**config.mk**
```make
export PLATFORM = sky130hd
export DESIGN_NAME = ps2_mouse_cursor_tracker_core
export DESIGN_NICKNAME = d
export VERILOG_FILES = /design/src/sv/ps2mct_pkg.sv /design/src/sv/ps2mct_front.sv /design/src/sv/ps2mct_queue.sv /design/src/sv/ps2mct_back.sv /design/src/sv/ps2_mouse_cursor_tracker_core.sv
export VERILOG_INCLUDE_DIRS = /design/src /design/src/sv
export SDC_FILE = /design/constraint.sdc
export NUM_CORES = 1
export LEC_CHECK = 0
export BUFFER_PORTS_ARGS = -buffer_cell sky130_fd_sc_hd__buf_4
export CAP_MARGIN = 20
export CORE_ASPECT_RATIO = 1.4
export CORE_MARGIN = 2
export CORE_UTILIZATION = 45
export DETAILED_ROUTE_END_ITERATION = 6
export GPL_TIMING_DRIVEN = 0
export PLACE_DENSITY = 0.62
export SLEW_MARGIN = 15
export SYNTH_ARGS = -nofsm -noshare
export SYNTH_HDL_FRONTEND = slang
export SYNTH_SLANG_ARGS = --single-unit
export TNS_END_PERCENT = 30
```
**constraint.sdc**
```tcl
create_clock -name i_clk -period 11.5 [get_ports i_clk]
set_clock_uncertainty 0.15 [all_clocks]
set_input_delay 1.15 -clock i_clk [delete_from_list [all_inputs] [get_ports i_clk]]
set_output_delay 1.15 -clock i_clk [all_outputs]
set_load 0.02 [all_outputs]
```
**src/sv/ps2_mouse_cursor_tracker_core_defines.svh**
```systemverilog
// Assertion macros shared by the PS/2 cursor tracker modules.
`ifndef PS2_MOUSE_CURSOR_TRACKER_CORE_DEFINES_SVH
`define PS2_MOUSE_CURSOR_TRACKER_CORE_DEFINES_SVH

// Same-cycle implication, checked on i_clk outside of reset.
`define PS2MCT_ASSERT_NOW(label, ante, cons, msg) \
    label: assert property (@(posedge i_clk) disable iff (!i_rst_n) (ante) |-> (cons)) \
        else $error(msg);

// Next-cycle implication, checked on i_clk outside of reset.
`define PS2MCT_ASSERT_NEXT(label, ante, cons, msg) \
    label: assert property (@(posedge i_clk) disable iff (!i_rst_n) (ante) |=> (cons)) \
        else $error(msg);

`endif

```
**src/sv/ps2mct_pkg.sv**
```systemverilog
// Shared types and constants of the PS/2 cursor tracker.
package ps2mct_pkg;

    // Screen geometry
    localparam int TEXT_COLS   = 80;
    localparam int TEXT_ROWS   = 25;
    localparam int VIRT_WIDTH  = 640;
    localparam int VIRT_HEIGHT = 400;

    // Field widths
    localparam int X_W   = 10;
    localparam int Y_W   = 9;
    localparam int COL_W = 7;
    localparam int ROW_W = 5;

    // Header byte bit positions
    localparam int HDR_LEFT   = 0;
    localparam int HDR_RIGHT  = 1;
    localparam int HDR_MIDDLE = 2;
    localparam int HDR_ONE    = 3;
    localparam int HDR_XSIGN  = 4;
    localparam int HDR_YSIGN  = 5;
    localparam int HDR_XOVF   = 6;
    localparam int HDR_YOVF   = 7;

    // Column scaling: col = (x * TEXT_COLS) * COL_RECIP >> COL_SHIFT
    localparam int CMUL_W    = $clog2(TEXT_COLS + 1);
    localparam int PX_W      = X_W + CMUL_W;
    localparam int COL_SHIFT = PX_W + $clog2(VIRT_WIDTH);
    localparam int CRCP_W    = PX_W + 1;
    localparam longint unsigned COL_RECIP =
        ((64'd1 << COL_SHIFT) + VIRT_WIDTH - 1) / VIRT_WIDTH;

    // Row scaling: row = (y * TEXT_ROWS) * ROW_RECIP >> ROW_SHIFT
    localparam int RMUL_W    = $clog2(TEXT_ROWS + 1);
    localparam int PY_W      = Y_W + RMUL_W;
    localparam int ROW_SHIFT = PY_W + $clog2(VIRT_HEIGHT);
    localparam int RRCP_W    = PY_W + 1;
    localparam longint unsigned ROW_RECIP =
        ((64'd1 << ROW_SHIFT) + VIRT_HEIGHT - 1) / VIRT_HEIGHT;

    // Packet queue
    localparam int QDEPTH = 2;
    localparam int QPTR_W = $clog2(QDEPTH);
    localparam int QCNT_W = $clog2(QDEPTH + 1);

    // Output stream width
    localparam int OUT_BITS = COL_W + ROW_W + X_W + Y_W + 3;
    localparam int OUT_W    = ((OUT_BITS + 7) / 8) * 8;

    // Byte position within a packet
    typedef enum logic [1:0] {
        SLOT_HDR = 2'd0,
        SLOT_DX  = 2'd1,
        SLOT_DY  = 2'd2
    } t_slot;

    // Validated packet handed from front to back
    typedef struct packed {
        logic       left;
        logic       middle;
        logic       right;
        logic       x_sign;
        logic       y_sign;
        logic [7:0] dx;
        logic [7:0] dy;
    } t_pkt;

endpackage

```
**src/sv/ps2mct_front.sv**
```systemverilog
// Byte gathering and packet validation of the PS/2 cursor tracker.
`include "ps2_mouse_cursor_tracker_core_defines.svh"

module ps2mct_front (
    input  logic              i_clk,
    input  logic              i_rst_n,
    input  logic              s_axis_tvalid,
    output logic              s_axis_tready,
    input  logic [7:0]        s_axis_tdata,   // [7:0] data_byte
    input  logic              i_q_full,
    output logic              o_push,
    output ps2mct_pkg::t_pkt  o_pkt
);

    ps2mct_pkg::t_slot r_slot, n_slot;
    logic [7:0]        r_hdr, n_hdr;
    logic [7:0]        r_dx, n_dx;
    logic              w_beat;
    logic              w_hdr_ok;

    assign w_beat = s_axis_tvalid && s_axis_tready;

    // Advance the byte slot on each beat
    always_comb begin
        n_slot = r_slot;
        if (w_beat) begin
            case (r_slot)
                ps2mct_pkg::SLOT_HDR: n_slot = ps2mct_pkg::SLOT_DX;
                ps2mct_pkg::SLOT_DX:  n_slot = ps2mct_pkg::SLOT_DY;
                ps2mct_pkg::SLOT_DY:  n_slot = ps2mct_pkg::SLOT_HDR;
                default:              n_slot = ps2mct_pkg::SLOT_DX;
            endcase
        end
    end

    // Capture header and X byte, stall only the last byte on a full queue
    always_comb begin
        n_hdr    = r_hdr;
        n_dx     = r_dx;
        o_push   = 1'b0;
        w_hdr_ok = r_hdr[ps2mct_pkg::HDR_ONE] && !r_hdr[ps2mct_pkg::HDR_XOVF]
                   && !r_hdr[ps2mct_pkg::HDR_YOVF];
        s_axis_tready = (r_slot != ps2mct_pkg::SLOT_DY) || !i_q_full;
        case (r_slot)
            ps2mct_pkg::SLOT_DX: begin
                if (w_beat) n_dx = s_axis_tdata;
            end
            ps2mct_pkg::SLOT_DY: begin
                o_push = w_beat && w_hdr_ok;
            end
            default: begin
                if (w_beat) n_hdr = s_axis_tdata;
            end
        endcase
    end

    // Assemble the packet for the queue
    always_comb begin
        o_pkt.left   = r_hdr[ps2mct_pkg::HDR_LEFT];
        o_pkt.middle = r_hdr[ps2mct_pkg::HDR_MIDDLE];
        o_pkt.right  = r_hdr[ps2mct_pkg::HDR_RIGHT];
        o_pkt.x_sign = r_hdr[ps2mct_pkg::HDR_XSIGN];
        o_pkt.y_sign = r_hdr[ps2mct_pkg::HDR_YSIGN];
        o_pkt.dx     = r_dx;
        o_pkt.dy     = s_axis_tdata;
    end

    always_ff @(posedge i_clk) begin
        if (!i_rst_n) begin
            r_slot <= ps2mct_pkg::SLOT_HDR;
            r_hdr  <= 8'd0;
            r_dx   <= 8'd0;
        end else begin
            r_slot <= n_slot;
            r_hdr  <= n_hdr;
            r_dx   <= n_dx;
        end
    end

    `PS2MCT_ASSERT_NOW(a_push_last_byte, o_push,
        (r_slot == ps2mct_pkg::SLOT_DY) && !i_q_full, "push outside last byte or into full queue")
    `PS2MCT_ASSERT_NOW(a_stall_last_byte, !s_axis_tready,
        (r_slot == ps2mct_pkg::SLOT_DY) && i_q_full, "input stalled without a full queue")
    `PS2MCT_ASSERT_NEXT(a_wrap_after_last, w_beat && (r_slot == ps2mct_pkg::SLOT_DY),
        r_slot == ps2mct_pkg::SLOT_HDR, "slot did not return to header")

endmodule

```
**src/sv/ps2mct_queue.sv**
```systemverilog
// Short packet queue between the front and back of the cursor tracker.
`include "ps2_mouse_cursor_tracker_core_defines.svh"

module ps2mct_queue (
    input  logic              i_clk,
    input  logic              i_rst_n,
    input  logic              i_push,
    input  ps2mct_pkg::t_pkt  i_pkt,
    input  logic              i_pop,
    output ps2mct_pkg::t_pkt  o_pkt,
    output logic              o_full,
    output logic              o_empty
);

    ps2mct_pkg::t_pkt                  r_mem [ps2mct_pkg::QDEPTH];
    logic [ps2mct_pkg::QPTR_W-1:0]     r_wr_ptr, r_rd_ptr;
    logic [ps2mct_pkg::QCNT_W-1:0]     r_count, n_count;

    assign o_full  = (r_count == ps2mct_pkg::QCNT_W'(ps2mct_pkg::QDEPTH));
    assign o_empty = (r_count == '0);
    assign o_pkt   = r_mem[r_rd_ptr];

    // Track fill level
    always_comb begin
        n_count = r_count;
        case ({i_push, i_pop})
            2'b10:   n_count = r_count + 1'b1;
            2'b01:   n_count = r_count - 1'b1;
            default: n_count = r_count;
        endcase
    end

    // Store entries
    always_ff @(posedge i_clk) begin
        if (i_push) begin
            r_mem[r_wr_ptr] <= i_pkt;
        end
    end

    always_ff @(posedge i_clk) begin
        if (!i_rst_n) begin
            r_wr_ptr <= '0;
            r_rd_ptr <= '0;
            r_count  <= '0;
        end else begin
            if (i_push) r_wr_ptr <= r_wr_ptr + 1'b1;
            if (i_pop)  r_rd_ptr <= r_rd_ptr + 1'b1;
            r_count <= n_count;
        end
    end

    `PS2MCT_ASSERT_NOW(a_no_pop_empty, i_pop, !o_empty, "pop from empty queue")
    `PS2MCT_ASSERT_NOW(a_no_push_full, i_push, !o_full || i_pop, "push into full queue")
    `PS2MCT_ASSERT_NOW(a_count_bound, 1'b1,
        r_count <= ps2mct_pkg::QCNT_W'(ps2mct_pkg::QDEPTH), "queue count beyond depth")

endmodule

```
**src/sv/ps2mct_back.sv**
```systemverilog
// Position update, text-cell scaling and output register of the cursor tracker.
`include "ps2_mouse_cursor_tracker_core_defines.svh"

module ps2mct_back (
    input  logic                           i_clk,
    input  logic                           i_rst_n,
    input  logic                           i_empty,
    input  ps2mct_pkg::t_pkt               i_pkt,
    output logic                           o_pop,
    output logic                           m_axis_tvalid,
    input  logic                           m_axis_tready,
    // [6:0] cursor_col, [11:7] cursor_row, [21:12] pointer_x, [30:22] pointer_y,
    // [31] left_button, [32] middle_button, [33] right_button, rest zero
    output logic [ps2mct_pkg::OUT_W-1:0]   m_axis_tdata
);

    localparam int X_W    = ps2mct_pkg::X_W;
    localparam int Y_W    = ps2mct_pkg::Y_W;
    localparam int SUM_W  = ((X_W > Y_W) ? X_W : Y_W) + 2;
    localparam int CPRD_W = ps2mct_pkg::PX_W + ps2mct_pkg::CRCP_W;
    localparam int RPRD_W = ps2mct_pkg::PY_W + ps2mct_pkg::RRCP_W;
    localparam logic [ps2mct_pkg::CMUL_W-1:0] COLS_K = ps2mct_pkg::CMUL_W'(ps2mct_pkg::TEXT_COLS);
    localparam logic [ps2mct_pkg::RMUL_W-1:0] ROWS_K = ps2mct_pkg::RMUL_W'(ps2mct_pkg::TEXT_ROWS);
    localparam logic [ps2mct_pkg::CRCP_W-1:0] CRCP_K = ps2mct_pkg::CRCP_W'(ps2mct_pkg::COL_RECIP);
    localparam logic [ps2mct_pkg::RRCP_W-1:0] RRCP_K = ps2mct_pkg::RRCP_W'(ps2mct_pkg::ROW_RECIP);
    localparam logic [X_W-1:0] X_MAX = X_W'(ps2mct_pkg::VIRT_WIDTH - 1);
    localparam logic [Y_W-1:0] Y_MAX = Y_W'(ps2mct_pkg::VIRT_HEIGHT - 1);

    logic                 w_adv;
    logic signed [9:0]    w_mx_sum, w_my_sum;
    logic signed [7:0]    w_hx, w_hy;
    logic signed [SUM_W-1:0] w_x_sum, w_y_sum;
    logic [X_W-1:0]       n_x;
    logic [Y_W-1:0]       n_y;

    // Stage A: position state
    logic                 r_a_vld;
    logic [2:0]           r_a_btn;
    logic [X_W-1:0]       r_x;
    logic [Y_W-1:0]       r_y;

    // Stage B: scaled products
    logic                 r_b_vld;
    logic [2:0]           r_b_btn;
    logic [X_W-1:0]       r_b_x;
    logic [Y_W-1:0]       r_b_y;
    logic [ps2mct_pkg::PX_W-1:0] r_b_px;
    logic [ps2mct_pkg::PY_W-1:0] r_b_py;

    // Stage C: output register
    logic                 r_c_vld;
    logic [2:0]           r_c_btn;
    logic [X_W-1:0]       r_c_x;
    logic [Y_W-1:0]       r_c_y;
    logic [ps2mct_pkg::COL_W-1:0] r_c_col;
    logic [ps2mct_pkg::ROW_W-1:0] r_c_row;

    logic [CPRD_W-1:0]    w_cprod;
    logic [RPRD_W-1:0]    w_rprod;

    // Advance the whole back pipeline unless the output beat is stalled
    assign w_adv = !r_c_vld || m_axis_tready;
    assign o_pop = w_adv && !i_empty;

    // Halve the 9-bit movements toward zero
    always_comb begin
        w_mx_sum = {{1{i_pkt.x_sign}}, i_pkt.x_sign, i_pkt.dx}
                   + {9'd0, i_pkt.x_sign};
        w_my_sum = {{1{i_pkt.y_sign}}, i_pkt.y_sign, i_pkt.dy}
                   + {9'd0, i_pkt.y_sign};
        w_hx = w_mx_sum[8:1];
        w_hy = w_my_sum[8:1];
    end

    // Move and clamp the virtual position
    always_comb begin
        w_x_sum = $signed({2'b00, r_x}) + SUM_W'(w_hx);
        w_y_sum = $signed({{(SUM_W-Y_W){1'b0}}, r_y}) - SUM_W'(w_hy);
        if (w_x_sum < 0)                                n_x = '0;
        else if (w_x_sum > $signed({2'b00, X_MAX}))     n_x = X_MAX;
        else                                            n_x = w_x_sum[X_W-1:0];
        if (w_y_sum < 0)                                            n_y = '0;
        else if (w_y_sum > $signed({{(SUM_W-Y_W){1'b0}}, Y_MAX}))   n_y = Y_MAX;
        else                                                        n_y = w_y_sum[Y_W-1:0];
    end

    // Divide by the virtual size through a reciprocal multiply
    assign w_cprod = CPRD_W'(r_b_px) * CPRD_W'(CRCP_K);
    assign w_rprod = RPRD_W'(r_b_py) * RPRD_W'(RRCP_K);

    always_ff @(posedge i_clk) begin
        if (!i_rst_n) begin
            r_a_vld <= 1'b0;
            r_b_vld <= 1'b0;
            r_c_vld <= 1'b0;
            r_x     <= X_W'(ps2mct_pkg::VIRT_WIDTH / 2);
            r_y     <= Y_W'(ps2mct_pkg::VIRT_HEIGHT / 2);
        end else if (w_adv) begin
            r_a_vld <= !i_empty;
            r_b_vld <= r_a_vld;
            r_c_vld <= r_b_vld;
            if (!i_empty) begin
                r_x <= n_x;
                r_y <= n_y;
            end
        end
    end

    // Payload of the three stages
    always_ff @(posedge i_clk) begin
        if (w_adv) begin
            r_a_btn <= {i_pkt.right, i_pkt.middle, i_pkt.left};
            r_b_btn <= r_a_btn;
            r_b_x   <= r_x;
            r_b_y   <= r_y;
            r_b_px  <= ps2mct_pkg::PX_W'(r_x) * ps2mct_pkg::PX_W'(COLS_K);
            r_b_py  <= ps2mct_pkg::PY_W'(r_y) * ps2mct_pkg::PY_W'(ROWS_K);
            r_c_btn <= r_b_btn;
            r_c_x   <= r_b_x;
            r_c_y   <= r_b_y;
            r_c_col <= w_cprod[ps2mct_pkg::COL_SHIFT +: ps2mct_pkg::COL_W];
            r_c_row <= w_rprod[ps2mct_pkg::ROW_SHIFT +: ps2mct_pkg::ROW_W];
        end
    end

    assign m_axis_tvalid = r_c_vld;
    assign m_axis_tdata  = ps2mct_pkg::OUT_W'({r_c_btn, r_c_y, r_c_x, r_c_row, r_c_col});

    `PS2MCT_ASSERT_NOW(a_x_in_range, 1'b1, r_x <= X_MAX, "virtual x beyond width")
    `PS2MCT_ASSERT_NOW(a_y_in_range, 1'b1, r_y <= Y_MAX, "virtual y beyond height")
    `PS2MCT_ASSERT_NEXT(a_stall_holds_col, m_axis_tvalid && !m_axis_tready,
        $stable(r_c_col) && $stable(r_c_x), "stalled result changed")

endmodule

```
**src/sv/ps2_mouse_cursor_tracker_core.sv**
```systemverilog
// Top level of the PS/2 mouse cursor tracker.
//
// Input stream: one PS/2 mouse byte per beat on s_axis_tdata. Every three
// beats form a packet (header, X movement, Y movement). A packet with the
// always-one header bit clear or an overflow bit set yields no result.
// Output stream: one beat per valid packet with the text cell, the clamped
// virtual position and the three buttons.
// Throughput: one byte per cycle while the packet queue has room. Bytes are
// accepted while a result waits at the output; a two-entry packet queue
// separates byte gathering from the position update, so only the last byte
// of a packet waits when that queue is full.
// Path: the third byte pushes the packet into the queue; the queue read with
// the position add and clamp fills stage A, the constant multiply stage B
// and the reciprocal multiply the output register, stage C.
// Reset: synchronous, active low; the packet slot returns to the header and
// the pointer returns to the center of the virtual area.
// Output stall: the output register and back pipeline hold; the queue then
// fills and finally s_axis_tready drops on the third byte of a packet.

module ps2_mouse_cursor_tracker_core (
    input  logic                           i_clk,
    input  logic                           i_rst_n,
    input  logic                           s_axis_tvalid,
    output logic                           s_axis_tready,
    input  logic [7:0]                     s_axis_tdata,   // [7:0] data_byte
    output logic                           m_axis_tvalid,
    input  logic                           m_axis_tready,
    // [6:0] cursor_col, [11:7] cursor_row, [21:12] pointer_x, [30:22] pointer_y,
    // [31] left_button, [32] middle_button, [33] right_button, rest zero
    output logic [ps2mct_pkg::OUT_W-1:0]   m_axis_tdata
);

    logic              w_push, w_pop, w_full, w_empty;
    ps2mct_pkg::t_pkt  w_front_pkt, w_back_pkt;

    // Gather bytes and drop bad packets
    ps2mct_front u_front (
        .i_clk         (i_clk),
        .i_rst_n       (i_rst_n),
        .s_axis_tvalid (s_axis_tvalid),
        .s_axis_tready (s_axis_tready),
        .s_axis_tdata  (s_axis_tdata),
        .i_q_full      (w_full),
        .o_push        (w_push),
        .o_pkt         (w_front_pkt)
    );

    // Decouple front and back
    ps2mct_queue u_queue (
        .i_clk   (i_clk),
        .i_rst_n (i_rst_n),
        .i_push  (w_push),
        .i_pkt   (w_front_pkt),
        .i_pop   (w_pop),
        .o_pkt   (w_back_pkt),
        .o_full  (w_full),
        .o_empty (w_empty)
    );

    // Update position and emit the cursor beat
    ps2mct_back u_back (
        .i_clk         (i_clk),
        .i_rst_n       (i_rst_n),
        .i_empty       (w_empty),
        .i_pkt         (w_back_pkt),
        .o_pop         (w_pop),
        .m_axis_tvalid (m_axis_tvalid),
        .m_axis_tready (m_axis_tready),
        .m_axis_tdata  (m_axis_tdata)
    );

endmodule

```
# After elaboration in Yosys (flattened, before gate mapping)
# Memory sizes are Yosys's and may differ from the RTL's. A register that Yosys moved wholly into a read port is not among the register bits.
# Cells that the tools add are included.
# Widths: inputs -> output; s select.
[totals]
register_bits = 130
ram_bits = 42
in_bits = 12
output_inout_bits = 42
elab_cells = 76
n_memories = 1
[classes]
add_sub_neg = 8
multipliers = 4
n_lt_le_gt_ge = 4
n_eq_ne = 6
mux = 11
bitwise_logic = 2
n_reduce_logical = 18
[mem_list]
columns = ["name", "words", "width", "rd", "rd_ports_with_merged_regs", "wr", "line_no", "text"]
rows = [
  ["u_queue.r_mem", 2, 21, 1, 1, 1, "ps2mct_queue.sv:15", "ps2mct_pkg::t_pkt r_mem [ps2mct_pkg::QDEPTH];"],
]
[op_table]
columns = ["cell", "count"]
rows = [
  ["$mul 13x16->28 const B", 1],
  ["$mul 14x13->26 const B", 1],
  ["$mux 10", 2],
  ["$add 9x2->9", 2],
  ["$mux 9", 2],
  ["$mul 9x5->14 const B", 1],
  ["$mul 10x3->13 const B", 1],
  ["$add 11x8->12", 1],
  ["$gt 12x11->1 const B", 1],
  ["$lt 12x1->1 const B", 1],
  ["$gt 11x10->1 const B", 1],
  ["$lt 11x1->1 const B", 1],
  ["$sub 10x8->11", 1],
  ["$pmux 2 s2", 2],
  ["$eq 2x2->1 const B", 3],
  ["$reduce_and 2->1", 3],
  ["$logic_and 1x1->1", 5],
  ["$logic_not 1->1", 5],
  ["$mux 1", 5],
  ["$eq 2x1->1 const B", 2],
  ["$add 1x1->1 const B", 2],
  ["$add 2x1->2 const B", 1],
  ["$logic_not 2->1", 1],
  ["$logic_or 1x1->1", 2],
  ["other kinds (5)", 6],
]

# Longest topological paths before layout
# Gate-level depths: netlist of run 1.
[logic_depth]
depth_word = 8
mapped_depth = 20
depth_no_buf = 20

# Hierarchy
# From an unflattened synthesis of run 1, not the netlist that was laid out.
[unflattened]
cells_unflattened = 1330
hier_area_um2 = 14480.1
[modules_own_cells]
columns = ["mod", "instances", "cells_each", "area_per_inst_um2", "seq_area_each_um2"]
rows = [
  ["ps2mct_back", 1, 1154, 11908.9, 2872.8],
  ["ps2mct_queue", 1, 87, 1724.2, 1361.3],
  ["ps2mct_front", 1, 89, 847.1, 360.3],
]

# Worst setup path after synthesis of run 1
# OpenSTA, ideal clock, no wires.
[synth_path]
kind = "reg2reg"
start = "register u_back.r_b_px[15] (netlist bit)"
end = "register u_back.r_c_col[6] (netlist bit), data pin"
setup_ns = 0.260
arrival_time_ns = 4.705
t_required_ns = 11.090
path_slack_ns = 6.385
path_stages_with_launch = 21
path_buffers = 0
synth_period_minus_slack_ns = 5.115
path_cell_list = "edfxtp_1 inv_1 ha_1 inv_1 fa_1 inv_1 fa_1 inv_1 fa_1 inv_1 fa_1 inv_1 ha_1 a21o_1 a31o_2 a311o_1 a41oi_1 o21ai_0 a31o_2 a21oi_1 xnor2_1"
[synth_via]
elab_chain_cells = 1
[synth_lines]
columns = ["item", "line_no", "text"]
rows = [
  ["start: declaration", "ps2mct_back.sv:47", "logic [ps2mct_pkg::PX_W-1:0] r_b_px;"],
  ["start signal: assignment", "ps2mct_back.sv:116", "r_b_px <= ps2mct_pkg::PX_W'(r_x) * ps2mct_pkg::PX_W'(COLS_K);"],
  ["$mul 13x16->28", "ps2mct_back.sv:88", "assign w_cprod = CPRD_W'(r_b_px) * CPRD_W'(CRCP_K);"],
  ["net u_back.w_cprod[33]", "ps2mct_back.sv:58", "logic [CPRD_W-1:0] w_cprod;"],
  ["end signal: assignment", "ps2mct_back.sv:121", "r_c_col <= w_cprod[ps2mct_pkg::COL_SHIFT +: ps2mct_pkg::COL_W];"],
  ["end: declaration", "ps2mct_back.sv:55", "logic [ps2mct_pkg::COL_W-1:0] r_c_col;"],
]
# The timed path passes the listed nets, and every way through them passes these cells.
# A chain may end at the register's enable or synchronous reset.

# Worst setup path after layout of run 1
[layout_path]
start = "register u_back.r_b_py[11] (netlist bit)"
end = "register u_back.r_c_row[4] (netlist bit), data pin"
[layout_via]
elab_chain_cells = 1
[layout_lines]
columns = ["item", "line_no", "text"]
rows = [
  ["start: declaration", "ps2mct_back.sv:48", "logic [ps2mct_pkg::PY_W-1:0] r_b_py;"],
  ["start signal: assignment", "ps2mct_back.sv:117", "r_b_py <= ps2mct_pkg::PY_W'(r_y) * ps2mct_pkg::PY_W'(ROWS_K);"],
  ["$mul 14x13->26", "ps2mct_back.sv:89", "assign w_rprod = RPRD_W'(r_b_py) * RPRD_W'(RRCP_K);"],
  ["net u_back.w_rprod[27]", "ps2mct_back.sv:59", "logic [RPRD_W-1:0] w_rprod;"],
  ["end signal: assignment", "ps2mct_back.sv:122", "r_c_row <= w_rprod[ps2mct_pkg::ROW_SHIFT +: ps2mct_pkg::ROW_W];"],
  ["end: declaration", "ps2mct_back.sv:56", "logic [ps2mct_pkg::ROW_W-1:0] r_c_row;"],
]
# The timed path passes the listed nets, and every way through them passes these cells.

==> flow_summary.yaml, run 1 <==
clock_tree:
  cts_post_setup_buffers_inserted: 0
  path_clk_slew_ns: 0.07
  cts-htree-levels: 4
  cts_tree: "yes"
  cts_sinks: 168
  cts_buffers: 17
  ctsHoldBuffers: 0
  clock_path_buffers: 2
  worst_skew_pair_latency_ns: 0.44
  postCtsResizedCells: 0
  root_buffer: "sky130_fd_sc_hd__clkbuf_16"
min_path:
  worst_hold_path_type: "reg -> reg"
timing:
  timing.final.max_slew_violations: 0
  min_cycle_time_layout_ns: 5.89
  worst_pin_slew_ns: 0.871
  finalSetupViolCount: 0
  report.final.hold_viol_count: 0
  fin_setup_tns_ns: 0
  rsz0062_at_grt: "no"
  timing.slew.headroom_pct: 41.3
  finalCritPeriodShare_pct: 51.3
  fmax_mhz: 170
layout:
  layout-drive-gt1-share_pct: 8.05
  layout-area-overhead-vs-synth_pct: 10.5
  antennaDiodeCount: 0
  final_area_um2: 15600
  design.final.nets: 1753
synth:
  synth_area_leader_cell: "sky130_fd_sc_hd__edfxtp_1"
  postSynthCellCount: 1305
  synth.cells.most_frequent: "sky130_fd_sc_hd__inv_1 (279), sky130_fd_sc_hd__ha_1 (245), sky130_fd_sc_hd__edfxtp_1 (123)"
  ys_seq_elements: 168
  ys_dominant_reg_cell: "sky130_fd_sc_hd__edfxtp_1"
  synth_enable_flop_cells: 123
  synth_cell_types: 68
  yosysSeqAreaShare_pct: 32.5
  synth_most_common_cell: "sky130_fd_sc_hd__inv_1"
  avg_inst_size_synth_um2: 10.8
  syn_area_um2: 14100
  ys.warnings.count: 0
  dominant_cells_by_area_after_synthesis: "sky130_fd_sc_hd__edfxtp_1 (26%), sky130_fd_sc_hd__ha_1 (22%), sky130_fd_sc_hd__fa_1 (17%)"
  synth_top_cell_area_share_pct: 26.1
  async_reset_ff_share_pct: 0
floorplanning:
  placeableCoreArea_um2: 30900
  die_w_um: 154
  row_count: 76
  boundaryPins: 54
  floorplan.die_area_um2: 32900
  floorplan.die.height_um: 214
  floorplan.initialDensity_pct: 45.8
placed_design:
  placed_cell_area_um2: 15100
  port-buffer-count: 47
  gp_congestion: 0.846
  place_hpwl_um: 21500
detailed_routing:
  routed_via_density: 5.10
  wirelength_um: 25900
  wl_per_cell_um: 14.5
  antenna_left: 0
  drc: 0
  detailedRoute.firstIterationViolations: 286
  dr_total_vias: 9081
  detailedRoute.firstPassIterationCount: 4
worst_setup_path:
  startpoint_type: "register"
  timing.critical_path.to_type: "register"
  worst_ep_arrival_time_ns: 5.95
  setup.worst_path.class: "reg -> reg"
  required_ns: 11.55
  timing.critical_path.fanout_max: 6
flow_run:
  maxCapViolations: 0
global_route:
  groute.usage.overall_pct: 16.8
  maximum_number_of_pins_on_one_net_before_global_route_repair: 44
  grt_first_pass_wirelength_um: 43800
  grt_remaining_overflow: 0
  first_global_vias: 9500
  grt_antenna_before_repair: 0
run_status:
  result_of_the_run: "finished clean"
-- layer usage --
layer	part of all wire [%]	GRT usage, %	vias to the layer above
met5	0	0	-
met4	2.4	6.77	0
met3	2.5	2.55	41
met2	54	32.6	105
met1	41	18.4	4392
li1	-	-	4543
-- flip-flops by register name, summed over array words and instances, names as in the netlist, 2 cells and up, named ones only --
signal,cells
u_queue.r_mem,42
u_back.r_c_x,10
u_back.r_x,10
u_front.r_slot,2
u_back.r_b_btn,3
u_back.r_b_py,14
u_back.r_c_row,5
u_back.r_a_btn,3
u_back.r_b_x,10
u_back.r_b_px,11
u_back.r_c_y,9
u_back.r_b_y,6
u_queue.r_count,2
u_front.r_hdr,8
u_back.r_y,9
u_front.r_dx,8
u_back.r_c_col,7
u_back.r_c_btn,3
-- placed cells by master, fill, tap and decap left out, drive strengths merged, types with 5 or more instances in the layout --
cell	instances
nand2b	5
mux2i	6
xor2	17
o221ai	5
dfxtp	45
edfxtp	123
o31ai	5
and3	8
and2	7
buf	57
xnor2	44
a21o	9
nor3	14
or3	5
ha	245
o21a	10
nand2	61
o21ai	26
nor2b	12
conb	6
fa	117
nor2	41
nand4	5
a32o	6
clkbuf	33
nand3b	6
a21oi	80
nand3	27
o211ai	6
o21bai	10
o31a	6
inv	287
mux2	9
-- critical path: stages (launching register included) --
cell,delay [ns]
sky130_fd_sc_hd__edfxtp_1,0.54
sky130_fd_sc_hd__inv_1,0.16
sky130_fd_sc_hd__fa_1,0.56
sky130_fd_sc_hd__inv_1,0.04
sky130_fd_sc_hd__ha_1,0.27
sky130_fd_sc_hd__inv_1,0.05
sky130_fd_sc_hd__fa_1,0.47
sky130_fd_sc_hd__inv_1,0.05
sky130_fd_sc_hd__fa_1,0.52
sky130_fd_sc_hd__inv_1,0.05
sky130_fd_sc_hd__fa_1,0.53
sky130_fd_sc_hd__inv_1,0.05
sky130_fd_sc_hd__ha_1,0.20
sky130_fd_sc_hd__nor4_1,0.70
sky130_fd_sc_hd__o211ai_1,0.19
sky130_fd_sc_hd__a21oi_1,0.16
sky130_fd_sc_hd__o21ai_0,0.23
sky130_fd_sc_hd__a41oi_1,0.32
sky130_fd_sc_hd__o21bai_1,0.13
sky130_fd_sc_hd__a21oi_1,0.19
sky130_fd_sc_hd__xnor2_1,0.08
-- per-stage QoR --
stage / setup WS (ns) / utilization (%) / hold slack [ns] / std cells
floorplan: 6.39 / - / 0.250 / 1310
global placement: 5.14 / 48.6 / 0.253 / 1747
detailed placement: 5.47 / 48.7 / 0.255 / 1750
CTS: 5.44 / 50.6 / 0.270 / 1782
global route: 5.20 / 50.6 / 0.278 / 1782
finish: 5.61 / 50.6 / 0.269 / 1782
-- worst paths after layout --
kind	startpoint	to	slack, ns	cells after the start
setup / recovery	u_back.r_b_py[11]$_DFFE_PN_	u_back.r_c_row[4]$_DFFE_PN_	5.61	20
hold / removal	u_back.r_a_btn[1]$_DFFE_PN_	u_back.r_b_btn[1]$_DFFE_PN_	0.27	0
setup reg to reg	u_back.r_b_py[11]$_DFFE_PN_	u_back.r_c_row[4]$_DFFE_PN_	5.61	20
hold reg to reg	u_back.r_a_btn[1]$_DFFE_PN_	u_back.r_b_btn[1]$_DFFE_PN_	0.27	0
-- cell type report --
cell class,instances,area [µm²]
Fill cell,2794,15300
Multi-Input combinational cell,840,8410
Sequential cell,168,4590
Inverter,280,1050
Tap cell,390,488
Clock buffer,18,429
Timing Repair Buffer,50,399
Clock inverter,14,136
Buffer,22,114
-- cell families after synthesis --
kind of cell	count (synthesis)	synth area share [%]
adder cells (fa/ha/maj)	362	38.2
multiplexers	15	1.17
other	1	0.0265
AND/OR/NAND/NOR	203	7.21
XOR/XNOR	61	3.78
AO/OA/AOI/OAI	193	8.90
buffers and inverters	302	8.23
flip-flops	168	32.5
Power of run 1 is left out: the tool's default activity adds up to more than one toggle a clock period on the data nets, which glitch-free logic cannot reach.
==> run 2, diff against run 1 <==
Settings changed: PLACE_DENSITY 0.62 to 0.64.
Clock period 11.5 ns to 5.2 ns, I/O delays scaled along.
==> flow_summary.yaml, run 2 (synthesized netlist as in run 1, its figures left out) <==
detailed_routing:
  wl_per_cell_um: 14.5
  detailedRoute.firstIterationViolations: 349
  antenna_left: 0
  detailedRoute.firstPassIterationCount: 4
  dr_total_vias: 9258
  routed_via_density: 5.11
  wirelength_um: 26300
  drc: 0
run_status:
  result_of_the_run: "finished, violations left"
  violations_in_the_final_reports: "negative setup slack"
worst_setup_path:
  timing.critical_path.fanout_max: 3
  worst_ep_arrival_time_ns: 5.25
  worst_r2r_path_depth: 20
  timing.critical_path.cells: "ha_4, inv_2, fa_2, inv_2, fa_1, inv_2, fa_1, inv_2, fa_1, inv_1, ha_2, a21o_1, a31o_2, a311o_1, a41oi_2, buf_4, nor2_2, o21a_1, nor2_2, xnor2_1"
  timing.critical_path.depth: 20
  startpoint_type: "register"
  setup.worst_path.class: "reg -> reg"
  cp.buffers_inverters: 6
  critPathMaxStageDelay_ns: 0.58
  timing.critical_path.to_type: "register"
  required_ns: 5.24
  worst_path_max_delay_cell: "sky130_fd_sc_hd__fa_2"
  crit_path_frequent_cell: "sky130_fd_sc_hd__inv_2"
  cp_top_family: "adder cells"
layout:
  most-common-layout-cells: "sky130_fd_sc_hd__inv_1 (268), sky130_fd_sc_hd__ha_1 (236), sky130_fd_sc_hd__edfxtp_1 (123), sky130_fd_sc_hd__fa_1 (113), sky130_fd_sc_hd__buf_4 (80)"
  nFillCells: 2737
  design.final.nets: 1781
  largest_register: "u_queue.r_mem"
  final_common_cell: "sky130_fd_sc_hd__inv_1"
  layout-drive-gt1-share_pct: 12.7
  antennaDiodeCount: 0
  top_regs: "u_queue.r_mem (42), u_back.r_b_py (14), u_back.r_b_px (11)"
  layout-area-overhead-vs-synth_pct: 13.4
  max_ffs_per_register: 42
  layout.area.seq_um2: 4600
  multi_input_area_um2: 8580
floorplanning:
  die_w_um: 154
  boundaryPins: 54
  floorplan.initialDensity_pct: 45.8
  floorplan.die_area_um2: 32900
  placeableCoreArea_um2: 30900
  row_count: 76
  floorplan.die.height_um: 214
clock_tree:
  worst_skew_pair_latency_ns: 0.44
  cts_tree: "yes"
  cts_sinks: 168
  cts-htree-levels: 4
  path_clk_slew_ns: 0.07
  clock_path_buffers: 2
  ctsHoldBuffers: 0
  cts_buffers: 17
  root_buffer: "sky130_fd_sc_hd__clkbuf_16"
global_route:
  first_global_vias: 9555
  grt_first_pass_wirelength_um: 43800
  grt_remaining_overflow: 0
  groute.usage.overall_pct: 16.8
  grt_antenna_before_repair: 0
  maximum_number_of_pins_on_one_net_before_global_route_repair: 43
min_path:
  whs_path_depth: 1
  worst_hold_path_type: "in -> reg"
timing:
  min_cycle_time_layout_ns: 5.21
  worst_pin_slew_ns: 0.859
  report.final.hold_viol_count: 0
  finalHoldWorstSlack_ns: 0.138
  fin_setup_tns_ns: -0.00832
  rsz0062_at_grt: "yes"
  finalSetupViolCount: 1
  timing.slew.headroom_pct: 42.1
  timing.final.max_slew_violations: 0
  fmax_mhz: 192
  final_critical_path_setup_slack_ns: -0.00832
  finalCritPeriodShare_pct: 100
flow_run:
  maxCapViolations: 0
placed_design:
  port-buffer-count: 47
  place_hpwl_um: 21200
  gp_congestion: 0.846
-- run 2: cell count changes in the layout (fill, tap and decap cells not counted), moves of 4 or more --
cell | previous run | this run
sky130_fd_sc_hd__buf_4 | 53 | 80
sky130_fd_sc_hd__inv_1 | 278 | 268
sky130_fd_sc_hd__inv_2 | 0 | 10
sky130_fd_sc_hd__ha_1 | 245 | 236
sky130_fd_sc_hd__ha_4 | 0 | 6
sky130_fd_sc_hd__fa_1 | 117 | 113
sky130_fd_sc_hd__fa_2 | 0 | 4
sky130_fd_sc_hd__o21ai_0 | 26 | 22
-- run 2: metrics by stage --
| step | instance area, µm² | utilization, % | std cells | setup WS (ns) |
|---|---|---|---|---|
| 2_1_floorplan | 14200 | - | 1310 | 0.0852 |
| 3_3_place_gp | 15000 | 48.6 | 1747 | -0.740 |
| 3_5_place_dp | 15100 | 48.7 | 1750 | -0.731 |
| 4_1_cts | 15900 | 51.4 | 1803 | -0.0303 |
| 5_1_grt | 16000 | 51.9 | 1810 | -0.189 |
| 6_report | 16000 | 51.9 | 1810 | -0.00832 |
-- run 2: per-layer routing --
layer / GRT usage [%] / up-vias / wire length, µm
met3: 2.51 / 30 / 584
met4: 6.28 / 0 / 559
met5: 0 / - / 0
met1: 18.0 / 4505 / 10800
met2: 33.0 / 114 / 14300
li1: - / 4609 / -
-- run 2: cell type report --
type / instances / share of cell area, %
multi-input cells: 840 / 53.5
flip-flops and latches: 168 / 28.6
inverters: 280 / 6.57
repair buffers: 78 / 3.84
well taps: 390 / 3.04
clock buffers: 19 / 2.83
clock inverters: 13 / 0.881
plain buffers: 22 / 0.725
-- run 2: timing repair --
action                     4_1_cts  5_1_grt
hold endpoints to repair         0        0
resized for setup               20       26
setup endpoints to repair       12       10
buffers inserted                21        7
pin swaps                        6       24
-- run 2: worst reg2reg max path: cells and delay by family (launching register included) --
kind | cells | cell delay [ns]
adders and majority gates | 6 | 2.52
AOI/OAI and AO/OA | 5 | 1.23
DFF | 1 | 0.45
buffers and inverters | 6 | 0.39
and+or+nand+nor | 2 | 0.16
xor gates and xnor gates | 1 | 0.07
-- run 2: worst paths after layout --
check / start / end / slack (ns)
worst max-delay path: u_back.r_b_px[16]$_DFFE_PN_ / u_back.r_c_col[3]$_DFFE_PN_ / -0.008
worst min-delay path: s_axis_tdata[5] / u_queue.r_mem[0][5]$_DFFE_PP_ / 0.14
worst max register to register: u_back.r_b_px[16]$_DFFE_PN_ / u_back.r_c_col[3]$_DFFE_PN_ / -0.008
worst min register to register: u_back.r_b_x[7]$_DFFE_PN_ / u_back.r_c_x[7]$_DFFE_PN_ / 0.27
Power of run 2 is left out for the same reason.
==> run 3, diff against run 2 <==
Settings changed: SETUP_SLACK_MARGIN set to 0.05.
==> flow_summary.yaml, run 3 (synthesized netlist as in run 1, its figures left out) <==
layout:
  design.final.nets: 1788
  max_ffs_per_register: 42
  most-common-layout-cells: "sky130_fd_sc_hd__inv_1 (269), sky130_fd_sc_hd__ha_1 (231), sky130_fd_sc_hd__edfxtp_1 (123), sky130_fd_sc_hd__fa_1 (113), sky130_fd_sc_hd__buf_4 (86)"
  layout-area-overhead-vs-synth_pct: 14.2
  top_regs: "u_queue.r_mem (42), u_back.r_b_py (14), u_back.r_b_px (11)"
  final_common_cell: "sky130_fd_sc_hd__inv_1"
  utilization_pct: 52.3
  antennaDiodeCount: 0
  layout-drive-gt1-share_pct: 13.5
  largest_register: "u_queue.r_mem"
floorplanning:
  floorplan.initialDensity_pct: 45.8
  floorplan.die_area_um2: 32900
  row_count: 76
  die_w_um: 154
  boundaryPins: 54
  floorplan.die.height_um: 214
  placeableCoreArea_um2: 30900
clock_tree:
  worst_skew_pair_latency_ns: 0.45
  root_buffer: "sky130_fd_sc_hd__clkbuf_16"
  cts_sinks: 168
  cts_buffers: 17
  clock_path_buffers: 2
  cts_tree: "yes"
  path_clk_slew_ns: 0.07
  ctsHoldBuffers: 0
  cts-htree-levels: 4
timing:
  finalSetupViolCount: 1
  worst_pin_slew_ns: 0.873
  finalHoldWorstSlack_ns: 0.136
  timing.final.max_slew_violations: 0
  timing.slew.headroom_pct: 41.2
  finalCritPeriodShare_pct: 100
  min_cycle_time_layout_ns: 5.21
  final_critical_path_setup_slack_ns: -0.0115
  report.final.hold_viol_count: 0
  fmax_mhz: 192
  rsz0062_at_grt: "yes"
detailed_routing:
  antenna_left: 0
  detailedRoute.firstPassIterationCount: 4
  wl_per_cell_um: 14.5
  wirelength_um: 26400
  dr_total_vias: 9308
  detailedRoute.firstIterationViolations: 350
  routed_via_density: 5.12
  drc: 0
global_route:
  maximum_number_of_pins_on_one_net_before_global_route_repair: 43
  grt_first_pass_wirelength_um: 43800
  grt_antenna_before_repair: 0
  grt_remaining_overflow: 0
  groute.usage.overall_pct: 16.8
  first_global_vias: 9553
worst_setup_path:
  timing.critical_path.fanout_max: 3
  timing.critical_path.cells: "ha_4, inv_2, fa_2, inv_2, fa_1, inv_2, fa_1, inv_2, fa_1, inv_1, ha_2, a21o_1, a31o_2, a311o_1, a41oi_2, buf_4, nor2_2, o21a_1, nor2_2, xnor2_1"
  timing.critical_path.to_type: "register"
  crit_path_frequent_cell: "sky130_fd_sc_hd__inv_2"
  critPathMaxStageDelay_ns: 0.58
  startpoint_type: "register"
  required_ns: 5.25
  worst_path_max_delay_cell: "sky130_fd_sc_hd__fa_2"
  setup.worst_path.class: "reg -> reg"
  cp_top_family: "adder cells"
  cp.buffers_inverters: 6
  worst_ep_arrival_time_ns: 5.26
flow_run:
  maxCapViolations: 0
run_status:
  result_of_the_run: "finished, violations left"
  violations_in_the_final_reports: "negative setup slack"
min_path:
  worst_hold_path_type: "in -> reg"
placed_design:
  place_hpwl_um: 21200
  gp_congestion: 0.846
  port-buffer-count: 47
run 3: cell types whose count changed in the layout (fill, tap and decap cells not counted), sizes merged:
cell / previous run / this run
buf: 85 / 92
run 3: per-stage QoR:
stage | std cells | worst slack, ns | area, µm² | TNS, ns
2_1_floorplan | 1310 | 0.0852 | 14200 | 0
3_3_place_gp | 1747 | -0.740 | 15000 | -8.33
3_5_place_dp | 1750 | -0.731 | 15100 | -4.12
4_1_cts | 1803 | -0.0296 | 15900 | -0.0393
5_1_grt | 1817 | -0.189 | 16200 | -0.396
6_report | 1817 | -0.0115 | 16200 | -0.0115
run 3: repair_timing:
action | in CTS | in global routing
pin swaps | 7 | 30
setup buffers | 21 | 14
gates resized for setup | 20 | 33
endpoints found under the setup margin | 13 | 12
cloned | 0 | 0
run 3: path summary, 6_finish.rpt:
path / from / endpoint / slack (ns) / depth (start not counted)
min reg2reg: u_back.r_b_x[7]$_DFFE_PN_ / u_back.r_c_x[7]$_DFFE_PN_ / 0.27 / 0
min: s_axis_tdata[5] / u_queue.r_mem[0][5]$_DFFE_PP_ / 0.14 / 1
max reg2reg: u_back.r_b_px[16]$_DFFE_PN_ / u_back.r_c_col[3]$_DFFE_PN_ / -0.01 / 20
max: u_back.r_b_px[16]$_DFFE_PN_ / u_back.r_c_col[3]$_DFFE_PN_ / -0.01 / 20
run 3: layer usage:
metal | global-route usage [%] | part of all wire, % | vias to the layer above
met4 | 6.28 | 2.5 | 0
li1 | - | - | 4623
met5 | 0 | 0 | -
met1 | 18.0 | 41 | 4536
met2 | 33.0 | 54 | 113
met3 | 2.51 | 2.2 | 36
run 3: area by class of cell:
| class | count | area (µm²) |
|---|---|---|
| well taps | 390 | 488 |
| flip-flops and latches | 168 | 4600 |
| inverters | 280 | 1050 |
| fillers | 2725 | 14700 |
| clock buffers | 19 | 454 |
| plain buffers | 22 | 116 |
| repair buffers | 85 | 673 |
| clock inverters | 13 | 141 |
| multi-input cells | 840 | 8640 |
Power of run 3 is left out for the same reason.
